--- src/rtl/core/dhfk_pkg.sv ---
package dhfk_pkg;

    localparam int FRACTION_BITS_DEF = 24;
    localparam int TRIG_STEPS_DEF    = 24;
    localparam int CORDIC_MAX        = 30;
    localparam int POSE_ENTRIES      = 12;

    localparam logic signed [33:0] GAIN_Q30 = 34'sd652032874;

    localparam logic OP_LOAD  = 1'b0;
    localparam logic OP_JOINT = 1'b1;

    localparam logic [2:0] LK_ST_CA = 3'd0;
    localparam logic [2:0] LK_ST_SA = 3'd1;
    localparam logic [2:0] LK_A_CT  = 3'd2;
    localparam logic [2:0] LK_CT_CA = 3'd3;
    localparam logic [2:0] LK_CT_SA = 3'd4;
    localparam logic [2:0] LK_A_ST  = 3'd5;

    typedef struct packed {
        logic       load;
        logic       start;
        logic       trig_step;
        logic [4:0] step;
        logic       link_issue;
        logic [2:0] link_sel;
        logic       pose_issue;
        logic [1:0] row;
        logic [1:0] col;
        logic [1:0] kidx;
        logic       commit;
    } dhfk_cmd_t;

    typedef struct packed {
        logic last_joint;
    } dhfk_stat_t;

    function automatic logic [31:0] atan_turn(input logic [4:0] i);
        logic [31:0] v;
        case (i)
            5'd0:    v = 32'h20000000;
            5'd1:    v = 32'h12E4051E;
            5'd2:    v = 32'h09FB385B;
            5'd3:    v = 32'h051111D4;
            5'd4:    v = 32'h028B0D43;
            5'd5:    v = 32'h0145D7E1;
            5'd6:    v = 32'h00A2F61E;
            5'd7:    v = 32'h00517C55;
            5'd8:    v = 32'h0028BE53;
            5'd9:    v = 32'h00145F2F;
            5'd10:   v = 32'h000A2F98;
            5'd11:   v = 32'h000517CC;
            5'd12:   v = 32'h00028BE6;
            5'd13:   v = 32'h000145F3;
            5'd14:   v = 32'h0000A2FA;
            5'd15:   v = 32'h0000517D;
            5'd16:   v = 32'h000028BE;
            5'd17:   v = 32'h0000145F;
            5'd18:   v = 32'h00000A30;
            5'd19:   v = 32'h00000518;
            5'd20:   v = 32'h0000028C;
            5'd21:   v = 32'h00000146;
            5'd22:   v = 32'h000000A3;
            5'd23:   v = 32'h00000051;
            5'd24:   v = 32'h00000029;
            5'd25:   v = 32'h00000014;
            5'd26:   v = 32'h0000000A;
            5'd27:   v = 32'h00000005;
            5'd28:   v = 32'h00000003;
            5'd29:   v = 32'h00000001;
            default: v = 32'h00000000;
        endcase
        return v;
    endfunction

    // bit 32 flags saturation
    function automatic logic [32:0] sat32(input logic signed [71:0] v);
        logic [32:0] r;
        if (v > 72'sd2147483647)
        begin
            r = {1'b1, 32'h7FFFFFFF};
        end
        else if (v < -72'sd2147483648)
        begin
            r = {1'b1, 32'h80000000};
        end
        else
        begin
            r = {1'b0, v[31:0]};
        end
        return r;
    endfunction

endpackage

--- src/rtl/core/dhfk_ctrl.sv ---
module dhfk_ctrl
    import dhfk_pkg::*;
#(
    parameter int TRIG_STEPS = TRIG_STEPS_DEF
)
(
    input  logic       clk,
    input  logic       rst_n,
    input  logic       in_valid,
    output logic       in_ready,
    input  logic       op,
    output logic       out_valid,
    input  logic       out_ready,
    output logic [1:0] out_row,
    output logic       last_row,
    input  dhfk_stat_t stat,
    output dhfk_cmd_t  cmd
);

    localparam logic [2:0] S_IDLE   = 3'd0;
    localparam logic [2:0] S_TRIG   = 3'd1;
    localparam logic [2:0] S_LINK   = 3'd2;
    localparam logic [2:0] S_LDRAIN = 3'd3;
    localparam logic [2:0] S_POSE   = 3'd4;
    localparam logic [2:0] S_PDRAIN = 3'd5;
    localparam logic [2:0] S_COMMIT = 3'd6;
    localparam logic [2:0] S_EMIT   = 3'd7;

    localparam logic [4:0] LAST_STEP = 5'(TRIG_STEPS - 1);

    logic [2:0] state_reg, state_next;
    logic [4:0] cnt_reg, cnt_next;
    logic [2:0] sel_reg, sel_next;
    logic [1:0] row_reg, row_next;
    logic [1:0] col_reg, col_next;
    logic [1:0] k_reg, k_next;
    logic       accept;

    assign in_ready  = (state_reg == S_IDLE);
    assign accept    = in_valid && in_ready;
    assign out_valid = (state_reg == S_EMIT);
    assign out_row   = row_reg;
    assign last_row  = (row_reg == 2'd2);

    always_comb
    begin
        state_next = state_reg;
        cnt_next   = cnt_reg;
        sel_next   = sel_reg;
        row_next   = row_reg;
        col_next   = col_reg;
        k_next     = k_reg;
        case (state_reg)
            S_IDLE:
            begin
                if (accept && op == OP_JOINT)
                begin
                    state_next = S_TRIG;
                    cnt_next   = '0;
                end
            end
            S_TRIG:
            begin
                cnt_next = cnt_reg + 5'd1;
                if (cnt_reg == LAST_STEP)
                begin
                    state_next = S_LINK;
                    sel_next   = LK_ST_CA;
                end
            end
            S_LINK:
            begin
                sel_next = sel_reg + 3'd1;
                if (sel_reg == LK_A_ST)
                begin
                    state_next = S_LDRAIN;
                end
            end
            S_LDRAIN:
            begin
                state_next = S_POSE;
                row_next   = '0;
                col_next   = '0;
                k_next     = '0;
            end
            S_POSE:
            begin
                if (k_reg == 2'd2)
                begin
                    k_next = '0;
                    if (col_reg == 2'd3)
                    begin
                        col_next = '0;
                        if (row_reg == 2'd2)
                        begin
                            state_next = S_PDRAIN;
                            row_next   = '0;
                        end
                        else
                        begin
                            row_next = row_reg + 2'd1;
                        end
                    end
                    else
                    begin
                        col_next = col_reg + 2'd1;
                    end
                end
                else
                begin
                    k_next = k_reg + 2'd1;
                end
            end
            S_PDRAIN:
            begin
                state_next = S_COMMIT;
            end
            S_COMMIT:
            begin
                row_next   = '0;
                state_next = stat.last_joint ? S_EMIT : S_IDLE;
            end
            S_EMIT:
            begin
                if (out_ready)
                begin
                    if (row_reg == 2'd2)
                    begin
                        state_next = S_IDLE;
                        row_next   = '0;
                    end
                    else
                    begin
                        row_next = row_reg + 2'd1;
                    end
                end
            end
            default:
            begin
                state_next = S_IDLE;
            end
        endcase
    end

    always_ff @(posedge clk or negedge rst_n)
    begin
        if (!rst_n)
        begin
            state_reg <= S_IDLE;
            cnt_reg   <= '0;
            sel_reg   <= '0;
            row_reg   <= '0;
            col_reg   <= '0;
            k_reg     <= '0;
        end
        else
        begin
            state_reg <= state_next;
            cnt_reg   <= cnt_next;
            sel_reg   <= sel_next;
            row_reg   <= row_next;
            col_reg   <= col_next;
            k_reg     <= k_next;
        end
    end

    always_comb
    begin
        cmd            = '0;
        cmd.load       = accept && (op == OP_LOAD);
        cmd.start      = accept && (op == OP_JOINT);
        cmd.trig_step  = (state_reg == S_TRIG);
        cmd.step       = cnt_reg;
        cmd.link_issue = (state_reg == S_LINK);
        cmd.link_sel   = sel_reg;
        cmd.pose_issue = (state_reg == S_POSE);
        cmd.row        = row_reg;
        cmd.col        = col_reg;
        cmd.kidx       = k_reg;
        cmd.commit     = (state_reg == S_COMMIT);
    end

endmodule

--- config.mk ---
export PLATFORM = sky130hd
export DESIGN_NAME = dhfk_ctrl
export DESIGN_NICKNAME = d
export VERILOG_FILES = /design/src/rtl/core/dhfk_pkg.sv /design/src/rtl/core/dhfk_ctrl.sv
export SDC_FILE = /design/constraint.sdc
export NUM_CORES = 1
export LEC_CHECK = 0
export BUFFER_PORTS_ARGS = -buffer_cell sky130_fd_sc_hd__buf_4
export CORE_MARGIN = 4
export CORE_UTILIZATION = 33
export DETAILED_ROUTE_END_ITERATION = 7
export GPL_ROUTABILITY_DRIVEN = 0
export PLACE_DENSITY_LB_ADDON = 0.1
export SLEW_MARGIN = 20
export SYNTH_ARGS = -nofsm -noshare
export SYNTH_HDL_FRONTEND = slang
export SYNTH_SLANG_ARGS = --single-unit
--- constraint.sdc ---
create_clock -name clk -period 2.4 [get_ports clk]
set_clock_uncertainty 0.2 [all_clocks]
set_input_delay 0.24 -clock clk [delete_from_list [all_inputs] [get_ports clk]]
set_output_delay 0.24 -clock clk [all_outputs]
set_load 0.005 [all_outputs]
Word-level counts from Yosys, hierarchy flattened
Cells that the tools add are included.
Word-level totals
  register bits: 17
  output and inout port bits: 25
  word-level logic and storage cells: 70
  input bits: 6
Operators by class
  equality and inequality tests: 20
  bitwise logic cells: 1
  mux-type cells: 24
  reductions and logical operators: 14
  add/sub/neg operators: 5
Operators with widths (count)
  $mux 3: 10
  $pmux 3 s8: 1
  $eq 3x3->1 const B: 5
  $mux 2: 7
  $ne 2x1->1 const B: 7
  $pmux 5 s2: 1
  $pmux 2 s2: 2
  $reduce_and 8->1: 1
  $add 2x1->2 const B: 3
  $eq 2x2->1 const B: 3
  $eq 3x2->1 const B: 2
  $pmux 2 s3: 1
  $pmux 3 s2: 1
  $reduce_and 2->1: 3
  $reduce_bool 2->1: 3
  $add 5x1->5 const B: 1
  $eq 5x5->1 const B: 1
  $mux 5: 1
  $reduce_and 4->1: 1
  $add 3x1->3 const B: 1
  $eq 3x1->1 const B: 1
  $logic_and 1x1->1: 3
  $logic_not 3->1: 1
  $reduce_bool 3->1: 1
  3 further kinds: 3

Longest topological paths before layout
Gate-level depths: netlist of run 1.
  depth in word-level cells: 5
  mapped depth: 8
  mapped depth without buffers: 6

Worst setup path before layout of run 1
OpenSTA, ideal clock, no wires.
  path type: register -> register
  start point: register col_reg[0]
  end point: register row_reg[0], in the netlist out_row[0]
  data arrival time: 1.385 ns
  path slack: 0.690 ns
  buffers on the path: 0
  library setup time: 0.125 ns
  required time: 2.075 ns
  clock period less this slack: 1.710 ns
  cell stages (with the launch flop): 6
  path through: dfrtp_1 > ha_1 > and4bb_2 > o221ai_1 > a211oi_1 > mux2_2
On the way
  cells in the longest elaborated chain, start to end: 3
Ends and longest elaborated chain
  start, declared: line dhfk_ctrl.sv:35  | logic [1:0] col_reg, col_next;
  start signal, assigned: line dhfk_ctrl.sv:162  | col_reg <= col_next;
  $eq 2x2->1: line dhfk_ctrl.sv:91  | if (col_reg == 2'd3)
  $ne 2x1->1 (no source line)
  $reduce_and 4->1 (no source line)
  end signal, assigned: line dhfk_ctrl.sv:161  | row_reg <= row_next;
  end, declared: line dhfk_ctrl.sv:34  | logic [1:0] row_reg, row_next;
No other way between the ends.
A chain may end at the register's enable or synchronous reset.

==> results.txt, run 1 <==
----------------------------------------------------
[Outcome]
  Status ... finished clean

[Setup path]
  Crit path buffers/inverters ... 2
  Delay-heaviest family, CP ... flip-flops
  Origin of the critical flop-to-flop path ... state_reg[0]$_DFFE_PN0P_
  Type of element capturing the critical path ... output pin
  Startpoint Class ... flip-flop
  Critical path fanouts, max ... 18
  Cell Chain, Critical Path ... or3b_1 > inv_2 > buf_4
  Worst-path cell with the longest stage delay ... dfrtp_1
  Arrival time of data at the critical path endpoint ... 1800 ps
  Worst setup path start ... state_reg[0]$_DFFE_PN0P_
  Crit path required time ... 1960 ps
  Longest individual stage delay on the worst path ... 690 ps
  Crit Path Category ... flip-flop to output pin

[Logic synthesis]
  Number of enable flip-flop cells after synthesis ... 0
  Seq/Total Area, Yosys ... 39.8%
  Gate count after technology mapping ... 114
  Syn Area/Cell ... 9.37 um2
  Yosys Warn Count ... 0
  Largest area contributor in the synthesized netlist ... dfrtp_1
  Flops & latches, synth ... 17
  Leading cell type by number of instances after synthesis ... dfrtp_1
  Number of library cell types mapped by synthesis ... 38
  Post-Syn Nets ... 124
  Cell types occupying the most area after synthesis ... dfrtp_1, nand2_1, ha_1
  Synth cell count leaders ... dfrtp_1, nand2_1, o21ai_0, nor2_1
  Ys async rst share ... 100%
  Top flip-flop cell by instance count after synthesis ... dfrtp_1
  Area share of the leading cell type in the synthesized netlist ... 39.8%
  Combined area of all synthesized cells ... 0.00107 mm2

[Floorplanning]
  Std cell rows ... 20
  Count of pins on the block boundary ... 31
  Die outline area ... 0.00421 mm2
  Vertical die dimension ... 64.9 um
  Overall die width ... 64.9 um
  Area of the placeable core ... 0.00308 mm2
  Starting Density ... 34.7%

[Drt]
  Met1 layer wirelength in the final routing ... 1.13 mm
  Antenna-violating nets left ... 0
  Total length of routed met3 wires ... 153 um
  Post-Route WL ... 2.37 mm
  Total number of vias ... 886
  DRT Pass-1 Iters ... 4
  DRC violation count after routing ... 0
  Met2 routed WL ... 1.07 mm
  Vias per cell ... 4.79
  Wire length per cell ... 12.8 um
  Starting DRT DRC Count ... 30
  Highest Signal Layer ... met4

[Cells and area]
  Fraction of final layout cells with drive strength greater than 1 ... 27.7%
  Area growth syn-to-layout ... 24.4%
  Total of fill cells in the finished design ... 304
  Flip-flop count of the largest register, all copies and words added ... 5
  Post-layout nets ... 152
  Final std cells w/o fill ... 185
  Ant diodes ... 0

[Power]
  Portion of total power attributed to combinational logic ... 50.0%
  Net switching component of the power ... 0.683 mW
  Cell internal pwr ... 0.935 mW
  Fraction of power spent switching nets ... 42.2%
  Clock power share ... 9.8%
  Total power ... 1.62 mW
  Part of the total power dissipated in sequential elements ... 40.2%
  Total leakage power ... 0.646 nW
  Ratio of total power to cell area ... 1220 mW/mm2
  Worst ir drop on vdd ... 0.403 mV

[Timing]
  Max Slew Vio Count ... 0
  Hold violation count in the final report ... 0
  Final setup violation count ... 0
  Peak clock frequency supported by timing ... 0.447 GHz
  Unrepaired setup endpoints after global routing ... false
  Setup TNS ... 0 ps
  Fraction of the cycle the final worst path needs ... 93.2%
  Actual transition at the worst max-transition pin ... 522 ps
  Final period demand of the worst path ... 2240 ps
  Slew HR ... 64.7%
  Worst hold margin ... 51.5 ps

[Hold path]
  Start point of the worst hold path ... stat
  Classification of the worst-slack hold path ... primary input to flip-flop

[CTS]
  CTS max path bufs ... 2
  Number of buffers added by the clock tree synthesis step ... 3
  Number of clock sinks seen by CTS ... 17
  Insertion delay of the later-clocked pin in the worst-skew pair ... 290 ps
  Total number of H-tree levels ... 1
  CTS tree ... yes
  Cell at the root of the clock tree ... clkbuf_4
  Clock-pin slew reported for the worst setup and hold paths after clock tree synthesis ... 110 ps

[GRT]
  Vias in the first global route ... 860
  Total congestion overflow after global routing ... 0
  Pin count of the biggest net entering global routing ... 19
  All-Layer GR Usage ... 12.2%
  Wire length of the first global-routing pass ... 4.07 mm
  Antenna violations before repair ... 0

[Placed design]
  Count of input and output buffers ... 30
  Total instance count after detailed placement ... 180
  Detailed Place HPWL ... 1.71 mm

[Flow run]
  Maxcap violations ... 0

----------------------------------------------------
stage by stage:
step | utilization, % | setup WS [ps] | area (um2)
finish | 43.2 | 162 | 1330
global route | 43.2 | 40.2 | 1330
CTS | 43.2 | 167 | 1330
detailed placement | 42.0 | 362 | 1290
global placement | 42.0 | 450 | 1290
floorplan | - | 690 | 1070
cell usage in the layout (no fill, tap or decap), types with 2 or more instances in the layout:
cell type  synthesis  layout
a211oi_1           2       2
a21oi_1            5       5
a22o_1             2       2
buf_4              3      31
clkbuf_4           0       3
dfrtp_1           17      17
ha_1               4       4
inv_1              5       5
nand2_1           14      14
nand3_1            2       2
nand3b_1           4       4
nor2_1             6       6
nor2b_1            3       3
nor3_1             5       5
nor4b_1            2       2
o21a_1             2       2
o21ai_0            7       7
o22ai_1            3       3
or3b_1             2       2
xor2_1             4       4
kinds of logic (layout without fill, tap and decap cells):
| family | count (synthesis) | after routing | synth area share, % |
|---|---|---|---|
| xor gates and xnor gates | 4 | 4 | 3.28 |
| buffers and inverters | 15 | 42 | 8.08 |
| adders and majority gates | 4 | 4 | 4.68 |
| muxes | 3 | 3 | 4.57 |
| and+or+nand+nor | 44 | 44 | 22.8 |
| DFF | 17 | 17 | 39.8 |
| AOI/OAI and AO/OA | 27 | 27 | 16.7 |
final cells by class:
cell class | count | area (um2) | area share [%]
sequential | 17 | 425 | 32.0
multi-input combinational | 82 | 557 | 41.9
tap | 44 | 55.1 | 4.14
clock buffer | 4 | 26.3 | 1.98
inverter | 6 | 22.5 | 1.69
timing repair buffer | 32 | 243 | 18.3
layer usage:
| metal | GRT usage, % | vias to the layer above |
|---|---|---|
| met3 | 4.51 | 2 |
| met4 | 2.37 | 0 |
| met1 | 16.1 | 405 |
| li1 | - | 459 |
| met5 | 0 | - |
| met2 | 19.2 | 20 |
power by group through the flow:
| stage | registers, mW | clock network, mW | logic [mW] |
|---|---|---|---|
| CTS | 0.648 | 0.167 | 0.822 |
| finish | 0.651 | 0.159 | 0.809 |
| floorplan | 0.547 | 0 | 0.612 |
| detailed placement | 0.651 | 0 | 0.816 |
| global placement | 0.646 | 0 | 0.817 |
| global route | 0.686 | 0.178 | 0.922 |
final timing paths:
path / to / slack [ps] / cells past startpoint
max: cmd[17] / 160 / 3
min: state_reg[2]$_DFFE_PN0P_ / 50 / 3
max reg2reg: sel_reg[0]$_DFFE_PN0P_ / 320 / 5
min reg2reg: col_reg[0]$_DFFE_PN0P_ / 330 / 1
max in group asynchronous: sel_reg[1]$_DFFE_PN0P_ / 1660 / 2
min in group asynchronous: state_reg[2]$_DFFE_PN0P_ / 140 / 2
timing repair:
action,4_1_cts,5_1_grt
hold buffers,1,0
resized for setup,0,0
setup endpoints to repair,0,0
endpoints found under the hold margin,17,0
setup buffers,0,0
worst register-to-register path, cell delays in order (launching register included):
cell	delay, ps
dfrtp_1	690
or3b_1	570
inv_2	130
and2_1	160
nand3b_1	110
o21ai_0	100
Note: power is estimated with default switching activity, not from simulation.
==> run 2: changes to the inputs <==
--- a/config.mk
+++ b/config.mk
@@ -6,7 +6,7 @@
 export NUM_CORES = 1
 export LEC_CHECK = 0
 export BUFFER_PORTS_ARGS = -buffer_cell sky130_fd_sc_hd__buf_4
-export CORE_MARGIN = 4
+export CORE_MARGIN = 2
 export CORE_UTILIZATION = 33
 export DETAILED_ROUTE_END_ITERATION = 7
 export GPL_ROUTABILITY_DRIVEN = 0
==> results.txt, run 2 (synthesized netlist as in run 1, its figures left out) <==
----------------------------------------------------
[Outcome]
  Status ... finished clean (unchanged)

[Flow run]
  Maxcap violations ... 0 (unchanged)

[CTS]
  Post-cts repair resize count ... 0 (unchanged)
  Number of buffers added by the clock tree synthesis step ... 3 (unchanged)
  CTS tree ... yes (unchanged)
  Insertion delay of the later-clocked pin in the worst-skew pair ... 290 ps (about the same)
  Number of buffers inserted by post-CTS setup repair ... 0 (unchanged)
  CTS max path bufs ... 2 (unchanged)
  Hold buffer count at cts ... 1 (unchanged)
  Total number of H-tree levels ... 1 (unchanged)
  Clock-pin slew reported for the worst setup and hold paths after clock tree synthesis ... 110 ps (about the same)
  Number of clock sinks seen by CTS ... 17 (unchanged)
  Cell at the root of the clock tree ... clkbuf_4 (unchanged)

[Cells and area]
  Flip-flop count of the largest register, all copies and words added ... 5 (unchanged)
  Area growth syn-to-layout ... 24.4% (unchanged)
  Most frequent cells in the layout ... buf_4, dfrtp_1, nand2_1, o21ai_0, nor2_1 (unchanged)
  Most common cell after layout, fill and taps aside ... buf_4 (unchanged)
  Ant diodes ... 0 (unchanged)
  Final std cells w/o fill ... 185 (unchanged)
  Area used by multi-input combinational logic ... 557 um2 (unchanged)
  Total of fill cells in the finished design ... 303 (was 304)
  FF/Latch Area ... 425 um2 (unchanged)
  Post-layout nets ... 152 (unchanged)
  Fraction of final layout cells with drive strength greater than 1 ... 27.7% (unchanged)
  Core utilization of the finished layout ... 43.2% (unchanged)

[Hold path]
  Start point of the worst hold path ... stat (unchanged)
  Worst hold path stage count ... 3 (unchanged)
  Classification of the worst-slack hold path ... primary input to flip-flop (unchanged)
  Destination of the worst hold path ... state_reg[2]$_DFFE_PN0P_ (unchanged)

[Timing]
  Fraction of the cycle the final worst path needs ... 94.1% (was 93.2%)
  Final period demand of the worst path ... 2260 ps (was 2240 ps)
  Setup TNS ... 0 ps (unchanged)
  Hold violation count in the final report ... 0 (unchanged)
  Peak clock frequency supported by timing ... 0.443 GHz (was 0.447 GHz)
  Slew HR ... 64.7% (about the same)
  Unrepaired setup endpoints after global routing ... false (unchanged)
  Final setup violation count ... 0 (unchanged)
  Max Slew Vio Count ... 0 (unchanged)
  Actual transition at the worst max-transition pin ... 530 ps (was 522 ps)

[Power]
  Worst ir drop on vdd ... 0.445 mV (was 0.403 mV)
  Ratio of total power to cell area ... 1220 mW/mm2 (about the same)
  Total leakage power ... 0.646 nW (unchanged)

[Placed design]
  Detailed Place HPWL ... 1.66 mm (was 1.71 mm)
  Count of input and output buffers ... 30 (unchanged)
  Total instance count after detailed placement ... 180 (unchanged)

[Floorplanning]
  Starting Density ... 34.7% (unchanged)
  Std cell rows ... 20 (unchanged)
  Vertical die dimension ... 60.9 um (was 64.9 um)
  Area of the placeable core ... 0.00308 mm2 (unchanged)
  Count of pins on the block boundary ... 31 (unchanged)
  Die outline area ... 0.00371 mm2 (was 0.00421 mm2)
  Overall die width ... 60.9 um (was 64.9 um)

[Setup path]
  Startpoint Class ... flip-flop (unchanged)
  Endpoint of the worst register-to-register path ... sel_reg[0]$_DFFE_PN0P_ (unchanged)
  Critical path fanouts, max ... 18 (unchanged)
  Crit path required time ... 1960 ps (about the same)
  Arrival time of data at the critical path endpoint ... 1820 ps (was 1800 ps)
  Cells on worst reg2reg path ... 5 (unchanged)
  Crit Path Category ... flip-flop to output pin (unchanged)
  Register-to-register setup slack ... 320 ps (about the same)
  Type of element capturing the critical path ... output pin (unchanged)
  Origin of the critical flop-to-flop path ... state_reg[0]$_DFFE_PN0P_ (unchanged)
  Worst setup path start ... state_reg[0]$_DFFE_PN0P_ (unchanged)

[Drt]
  Starting DRT DRC Count ... 19 (was 30)
  Vias per cell ... 4.75 (was 4.79)
  Total number of vias ... 879 (was 886)
  DRC violation count after routing ... 0 (unchanged)
  Antenna-violating nets left ... 0 (unchanged)
  Post-Route WL ... 2.37 mm (about the same)
  DRT Pass-1 Iters ... 4 (unchanged)
  Wire length per cell ... 12.8 um (about the same)

[GRT]
  Total congestion overflow after global routing ... 0 (unchanged)
  All-Layer GR Usage ... 13.7% (was 12.2%)
  Vias in the first global route ... 803 (was 860)
  Wire length of the first global-routing pass ... 3.73 mm (was 4.07 mm)
  Pin count of the biggest net entering global routing ... 19 (unchanged)
  Antenna violations before repair ... 0 (unchanged)

----------------------------------------------------
## run 2: cell counts in the layout (fill, tap and decap cells not counted)
Identical to the previous run, type by type.
## run 2: final cells by class
class                      instances  share of cell area [%]
multi-input combinational         82                    41.9
sequential                        17                    32.0
timing repair buffer              32                    18.3
tap                               44                    4.14
clock buffer                       4                    1.98
inverter                           6                    1.69
## run 2: through the flow
step / cell area, um2 / power (mW) / hold WS (ps) / worst slack [ps]
2_1_floorplan: 1070 / 1.16 / -256 / 690
3_3_place_gp: 1290 / 1.46 / -73.8 / 452
3_5_place_dp: 1290 / 1.47 / -73.0 / 378
4_1_cts: 1330 / 1.63 / 54.8 / 151
5_1_grt: 1330 / 1.78 / 71.3 / 40.4
6_report: 1330 / 1.62 / 57.1 / 141
## run 2: critical path, stage by stage, from the launching register on
cell     delay, ps
dfrtp_1        690
or3b_1         580
inv_2          130
buf_4          120
## run 2: layer usage
layer / routed length (um) / part of all wire (%) / global-route usage, % / vias up
met5: 0 / 0 / 0 / -
met4: 18 / 0.76 / 3.73 / 0
met3: 125 / 5.3 / 3.84 / 2
met2: 1050 / 44 / 20.9 / 26
met1: 1170 / 50 / 19.2 / 391
li1: - / - / - / 460
## run 2: power breakdown
part	leakage (nW)	internal (mW)	switching (mW)
Sequential	0.215	0.411	0.241
Combinational	0.416	0.459	0.348
Clock	0.0150	0.0646	0.0941
## run 2: worst max path at each step
stage | to | depth (start not counted) | slack [ps]
after global routing | cmd[17] | 3 | 40
after floorplan | out_row[0]$_DFFE_PN0P_ | 5 | 690
after CTS | cmd[17] | 3 | 150
after global placement | sel_reg[0]$_DFFE_PN0P_ | 5 | 450
after detailed placement | sel_reg[0]$_DFFE_PN0P_ | 5 | 380
final | cmd[17] | 3 | 140
